**config.mk**
```make
export PLATFORM = sky130hd
export DESIGN_NAME = swfs_ctrl
export DESIGN_NICKNAME = d
export VERILOG_FILES = /design/src/swfs_pkg.sv /design/src/swfs_ctrl.sv
export SDC_FILE = /design/constraint.sdc
export NUM_CORES = 1
export LEC_CHECK = 0
export BUFFER_PORTS_ARGS = -buffer_cell sky130_fd_sc_hd__buf_2
export CORE_MARGIN = 4
export CORE_UTILIZATION = 60
export DETAILED_ROUTE_END_ITERATION = 6
export PLACE_DENSITY = 0.81
export SYNTH_ARGS = -nofsm -noshare
export SYNTH_HDL_FRONTEND = slang
export SYNTH_SLANG_ARGS = --single-unit
```
**constraint.sdc**
```tcl
create_clock -name i_clk -period 9.25 [get_ports i_clk]
set_clock_uncertainty 0.05 [all_clocks]
set_input_delay 1.85 -clock i_clk [delete_from_list [all_inputs] [get_ports i_clk]]
set_output_delay 1.85 -clock i_clk [all_outputs]
set_load 0.02 [all_outputs]
```
**src/swfs_pkg.sv**
```systemverilog
package swfs_pkg;

    // default configuration
    localparam int FFT_POINTS  = 4096;
    localparam int SAMPLE_BITS = 16;
    localparam int TW_BITS     = 16;

    // request kinds carried in tuser
    typedef enum logic [1:0] {
        MODE_PUSH  = 2'd0,
        MODE_XFORM = 2'd1,
        MODE_READ  = 2'd2,
        MODE_NONE  = 2'd3
    } t_mode;

    typedef enum logic [3:0] {
        ST_CLEAR,
        ST_IDLE,
        ST_LOAD_RD,
        ST_LOAD_WR,
        ST_BF_RDA,
        ST_BF_RDB,
        ST_BF_MUL,
        ST_BF_SUM,
        ST_BF_WRA,
        ST_BF_WRB,
        ST_RD_WAIT
    } t_state;

    // spectrum store write data source
    typedef enum logic [1:0] {
        WS_ZERO,
        WS_SAMPLE,
        WS_SUM,
        WS_DIFF
    } t_wsel;

    typedef struct packed {
        logic  win_we;
        logic  win_clr;
        logic  win_re;
        logic  spec_we;
        t_wsel spec_wsel;
        logic  spec_re;
        logic  ld_a;
        logic  mul_en;
        logic  sum_en;
        logic  out_load;
    } t_cmd;

    typedef struct packed {
        logic out_free;
    } t_stat;

endpackage

```
**src/swfs_ctrl.sv**
```systemverilog
module swfs_ctrl #(
    parameter int N_POINTS = swfs_pkg::FFT_POINTS
) (
    input  logic                              i_clk,
    input  logic                              i_rst_n,
    input  logic                              i_valid,
    output logic                              o_ready,
    input  logic [1:0]                        i_mode,
    input  logic [$clog2(N_POINTS)-1:0]       i_bin_index,
    input  swfs_pkg::t_stat                   i_stat,
    output swfs_pkg::t_cmd                    o_cmd,
    output logic [$clog2(N_POINTS)-1:0]       o_win_waddr,
    output logic [$clog2(N_POINTS)-1:0]       o_win_raddr,
    output logic [$clog2(N_POINTS)-1:0]       o_spec_waddr,
    output logic [$clog2(N_POINTS)-1:0]       o_spec_raddr,
    output logic [$clog2(N_POINTS)-2:0]       o_tw_addr
);
    import swfs_pkg::*;

    localparam int LOG2N = $clog2(N_POINTS);
    localparam int SW    = $clog2(LOG2N);
    localparam logic [SW-1:0]    LAST_STAGE = SW'(LOG2N - 1);
    localparam logic [SW-1:0]    TW_SHIFT   = SW'(LOG2N - 1);

    t_state             r_state, n_state;
    logic [LOG2N-1:0]   r_head, n_head;
    logic [LOG2N-1:0]   r_n, n_n;
    logic [SW-1:0]      r_stage, n_stage;
    logic [LOG2N-2:0]   r_j, n_j;

    logic [LOG2N-1:0]   j_ext, lo_mask, addr_a, addr_b, rev_n;

    function automatic logic [LOG2N-1:0] bit_rev(input logic [LOG2N-1:0] v);
        logic [LOG2N-1:0] r;
        for (int b = 0; b < LOG2N; b++)
            r[b] = v[LOG2N-1-b];
        return r;
    endfunction

    // butterfly addresses for this stage
    assign j_ext   = {1'b0, r_j};
    assign lo_mask = ~({LOG2N{1'b1}} << r_stage);
    assign addr_a  = (((j_ext >> r_stage) << r_stage) << 1) | (j_ext & lo_mask);
    assign addr_b  = addr_a | (LOG2N'(1) << r_stage);
    assign rev_n   = bit_rev(r_n);

    assign o_tw_addr   = (r_j & lo_mask[LOG2N-2:0]) << (TW_SHIFT - r_stage);
    assign o_win_waddr = (r_state == ST_CLEAR) ? r_n : r_head;
    assign o_win_raddr = r_head + r_n;

    // state register
    always_ff @(posedge i_clk) begin
        if (!i_rst_n) begin
            r_state <= ST_CLEAR;
            r_head  <= '0;
            r_n     <= '0;
            r_stage <= '0;
            r_j     <= '0;
        end else begin
            r_state <= n_state;
            r_head  <= n_head;
            r_n     <= n_n;
            r_stage <= n_stage;
            r_j     <= n_j;
        end
    end

    // next state and commands
    always_comb begin
        n_state      = r_state;
        n_head       = r_head;
        n_n          = r_n;
        n_stage      = r_stage;
        n_j          = r_j;
        o_cmd        = '0;
        o_ready      = 1'b0;
        o_spec_waddr = r_n;
        o_spec_raddr = addr_a;
        unique case (r_state)
            ST_CLEAR: begin
                o_cmd.win_we    = 1'b1;
                o_cmd.win_clr   = 1'b1;
                o_cmd.spec_we   = 1'b1;
                o_cmd.spec_wsel = WS_ZERO;
                n_n             = r_n + 1'b1;
                if (&r_n)
                    n_state = ST_IDLE;
            end
            ST_IDLE: begin
                o_ready      = 1'b1;
                o_spec_raddr = i_bin_index;
                if (i_valid) begin
                    unique case (t_mode'(i_mode))
                        MODE_PUSH: begin
                            o_cmd.win_we = 1'b1;
                            n_head       = r_head + 1'b1;
                        end
                        MODE_XFORM: begin
                            o_cmd.win_we = 1'b1;
                            n_head       = r_head + 1'b1;
                            n_n          = '0;
                            n_state      = ST_LOAD_RD;
                        end
                        MODE_READ: begin
                            o_cmd.spec_re = 1'b1;
                            n_state       = ST_RD_WAIT;
                        end
                        default: begin
                        end
                    endcase
                end
            end
            // copy the window, oldest first, into bit-reversed order
            ST_LOAD_RD: begin
                o_cmd.win_re = 1'b1;
                n_state      = ST_LOAD_WR;
            end
            ST_LOAD_WR: begin
                o_cmd.spec_we   = 1'b1;
                o_cmd.spec_wsel = WS_SAMPLE;
                o_spec_waddr    = rev_n;
                n_n             = r_n + 1'b1;
                if (&r_n) begin
                    n_stage = '0;
                    n_j     = '0;
                    n_state = ST_BF_RDA;
                end else begin
                    n_state = ST_LOAD_RD;
                end
            end
            ST_BF_RDA: begin
                o_cmd.spec_re = 1'b1;
                o_spec_raddr  = addr_a;
                n_state       = ST_BF_RDB;
            end
            ST_BF_RDB: begin
                o_cmd.spec_re = 1'b1;
                o_cmd.ld_a    = 1'b1;
                o_spec_raddr  = addr_b;
                n_state       = ST_BF_MUL;
            end
            ST_BF_MUL: begin
                o_cmd.mul_en = 1'b1;
                n_state      = ST_BF_SUM;
            end
            ST_BF_SUM: begin
                o_cmd.sum_en = 1'b1;
                n_state      = ST_BF_WRA;
            end
            ST_BF_WRA: begin
                o_cmd.spec_we   = 1'b1;
                o_cmd.spec_wsel = WS_SUM;
                o_spec_waddr    = addr_a;
                n_state         = ST_BF_WRB;
            end
            ST_BF_WRB: begin
                o_cmd.spec_we   = 1'b1;
                o_cmd.spec_wsel = WS_DIFF;
                o_spec_waddr    = addr_b;
                n_j             = r_j + 1'b1;
                n_state         = ST_BF_RDA;
                if (&r_j) begin
                    if (r_stage == LAST_STAGE) begin
                        n_stage = '0;
                        n_state = ST_IDLE;
                    end else begin
                        n_stage = r_stage + 1'b1;
                    end
                end
            end
            ST_RD_WAIT: begin
                if (i_stat.out_free) begin
                    o_cmd.out_load = 1'b1;
                    n_state        = ST_IDLE;
                end
            end
            default: begin
                n_state = ST_IDLE;
            end
        endcase
    end

endmodule

```
==> summary.txt <==
Synth
  – Largest cells by area after synthesis: dfxtp_1 (18%), ha_1 (6.1%), nand2_1 (5.4%), nor2_1 (4.4%), o21ai_0 (4.3%)
  – Synth cell count leaders: nand2_1 (71), nor2_1 (57), dfxtp_1 (43), o21ai_0 (42), a21oi_1 (33)
  – Mapped Cells: 670
  – Ys Warns: 0
  – Library cells used by synthesis: 83
  – FF+latch count, synth: 43
  – Top-count cell post-synth: nand2_1
  – Mapped cell area: about 0.0049 mm2
  – EDFF count, synth: 0
  – Yosys top cell by area: dfxtp_1
  – Yosys top cell area share: roughly 18%
  – Sequential fraction of the synthesis area: 17.5%
  – Syn Area/Cell: between 7 and 8 um2
  – Async SR Flop Fraction: 0%
  – Syn nets: between 700 and 800
  – Synth Flop Type: dfxtp_1

Pwr
  – Clock group share of total power: approximately a quarter
  – Gate power share: 33.7%
  – Worst VDD drop: 87.4 uV
  – P_leak: 2.26 nW
  – PD cells: 95.2 mW/mm2
  – Pint: between 300 and 400 uW
  – Sequential power share: 41.4%
  – Tot Pwr: 507 uW
  – Psw: 197 uW
  – Net Sw Frac: 38.9%

Timing
  – Actual slew at the worst max-slew pin: between 0.8 and 0.9 ns
  – Hold Fails Final Rpt: 0
  – FMAX: 185 MHz
  – RSZ-0062 raised after global routing: false
  – Final Max Tran Viols: 0
  – Setup violations, final: 0
  – Final setup margin: 3.85 ns
  – Post-layout minimum cycle time: between 5 and 6 ns
  – Slew headroom: 45.4%
  – Final Cycle Share: 58.4%
  – Setup TNS: 0 ns

Global routing
  – GRT Util Overall: 32.1%
  – Initial antenna violation count: 0
  – Pin count of the biggest net entering global routing: 44
  – Number of global-route vias before repair: approximately 5000
  – First-pass GRT wire length: 25800 um
  – GRT overflow: 0

Floorplan
  – Core area: just under 0.008 mm2
  – Die Ht: 98.4 um
  – # rows: 32
  – Die Area: between 0.009 and 0.01 mm2
  – I/O pins: 89
  – Starting Density: 62.5%
  – Die width: 98.4 um

Clocking
  – Post-cts sizing count: 0
  – CTS tree: built
  – CTS buffer count: 5
  – Root Buffer Master: clkbuf_8
  – Clock sink count: 43
  – CTS H-tree lvls: 2
  – Post-CTS Hold Fix Bufs: 0
  – Worst-Skew Late Latency: 0.30 ns
  – Postcts setup bufs: 0
  – CTS clk-pin slew, worst paths: 0.08 ns
  – Worst-case clock buffer depth: 2

Job
  – Max-capacitance violation count: 0

Route
  – First DRT Iteration DRCs: between 700 and 800
  – WL/cell: just under 20 um
  – Post-DR vias/cell: ~6.7
  – Router iterations before antenna repair: 7
  – DR vias: approximately 5500
  – Routed WL: 16400 um
  – Number of remaining DRC errors: 0
  – Antenna viol nets, final: 0

Worst setup path
  – CP Max Fanout: 43
  – Reg2reg path depth: 8
  – Crit path launch type: register
  – Req. time, crit path: 7.35 ns
  – Crit path kind: register to output pin
  – CP endpoint: o_tw_addr[10]
  – CP Cell Sequence: buf_4 > clkinv_1 > ha_1 > nor3b_1 > nand2b_1 > mux2i_1 > a22oi_1 > o32a_1 > o22ai_1 > buf_2
  – Worst R2R End: r_head[7]$_SDFFE_PN0P_
  – R2R setup slack: between 6 and 7 ns
  – Worst flop-to-flop path startpoint: r_state[0]$_SDFFE_PN0P_
  – CP arrival: 3.50 ns
  – CP startpoint: r_stage[0]$_SDFFE_PN0P_
  – Max incr delay on CP: 0.58 ns
  – Worst setup EP type: output pin
  – Slowest-stage cell, CP: clkinv_1

Cells and area
  – Final Core Density: between 60% and 70%
  – Fraction of layout cells with a size suffix above 1: 18.8%
  – FILL cells: 715
  – N_diodes: 0
  – Synth-to-Final Area Change: 8.44%
  – Fin nets: roughly 770

Min path
  – HP Class: register to register
  – Cells on Worst Hold Path: 2

Placement
  – IO Port Bufs: 88
  – Pre-CTS setup slack: ~4.3 ns
  – Dpl hpwl: approximately 12000 um
  – RD Place Congestion: 0.969

Outcome
  – Status: finished, final reports clean
[power by group through the flow]
stage                     logic [mW]  clock network (mW)  registers (mW)
after floorplan                0.123                   0           0.203
after global placement         0.164                   0           0.213
after detailed placement       0.168                   0           0.213
after CTS                      0.169               0.128           0.209
after global routing           0.185               0.136           0.212
final                          0.171               0.126           0.210
[cell type report]
type | count | area [um2] | share of cell area (%)
Clock buffer | 6 | 82.6 | 1.55
Inverter | 22 | 82.6 | 1.55
Sequential cell | 43 | 861 | 16.2
Tap cell | 102 | 128 | 2.40
Timing Repair Buffer | 94 | 485 | 9.12
Multi-Input combinational cell | 556 | 3670 | 69.0
Clock inverter | 1 | 8.76 | 0.165
[metrics by stage]
step                      area [um2]  hold WS (ns)  cells
after detailed placement        5230         0.511    817
after global routing            5320         0.583    824
after global placement          5230         0.484    817
after CTS                       5320         0.523    824
after floorplan                 4910         0.438    670
final                           5320         0.529    824
[flip-flops by register name (all words and copies together) (netlist names)]
name,flops
r_n,12
r_head,12
r_j,11
r_stage,4
r_state,4
[cells in the final DEF, fill, tap and decap left out, types with 4 or more instances in the layout]
cell	netlist	routed
o21ai_0	42	42
a221oi_1	4	4
inv_1	19	19
buf_4	1	6
or2_2	4	4
o211ai_1	8	8
nor4_1	7	7
clkbuf_8	6	6
or3_1	8	8
nor3_1	10	10
a211oi_1	4	4
nand3_1	30	30
nor2b_1	14	14
nand2b_1	12	12
mux2_2	13	13
nand4_1	13	13
mux2i_1	18	18
o21a_1	5	5
o22a_1	4	4
a22oi_1	8	8
buf_2	7	88
o31ai_1	5	5
a21oi_1	33	33
a31oi_1	11	11
ha_1	24	24
o22ai_1	10	10
xnor2_1	19	19
dfxtp_1	43	43
xor2_1	11	11
nor2_1	57	57
and2_1	23	23
a21boi_0	6	6
nand2_1	71	71
and3_1	12	12
a311oi_1	7	7
[how the worst min path moves through the flow]
stage                           startpoint                      to  slack [ns]
floorplan              r_j[3]$_SDFFE_PN0P_     r_j[3]$_SDFFE_PN0P_        0.44
detailed placement  r_head[1]$_SDFFE_PN0P_  r_head[1]$_SDFFE_PN0P_        0.51
CTS                 r_head[1]$_SDFFE_PN0P_  r_head[1]$_SDFFE_PN0P_        0.52
global route        r_head[1]$_SDFFE_PN0P_  r_head[1]$_SDFFE_PN0P_        0.58
global placement    r_head[1]$_SDFFE_PN0P_  r_head[1]$_SDFFE_PN0P_        0.48
finish              r_head[1]$_SDFFE_PN0P_  r_head[1]$_SDFFE_PN0P_        0.53
[worst max-delay path, delay by kind of cell (launching register included)]
family,cells,cell delay (ns)
buf+inv,3,1.19
compound gates,3,0.51
flops,1,0.31
mux,1,0.21
simple gates,2,0.46
fa+ha+maj,1,0.50
[cells by family (layout without fill, tap and decap cells)]
group | after synthesis | after routing | synth area share, %
simple gates | 283 | 283 | 29.6
compound gates | 186 | 186 | 26.2
buf+inv | 71 | 123 | 7.85
flops | 43 | 43 | 17.5
mux | 32 | 32 | 6.96
xor+xnor | 30 | 30 | 5.35
fa+ha+maj | 25 | 25 | 6.53
[metal layers]
metal / share of wire [%] / wire (um) / track usage (%) / vias to the layer above
met5: 0 / 0 / 0 / -
met4: 2.9 / 479 / 9.77 / 0
met3: 12 / 1930 / 5.80 / 51
met2: 42 / 6920 / 47.4 / 351
met1: 43 / 7020 / 47.3 / 2527
li1: - / - / - / 2568
Power figures use the tool's default switching activity.
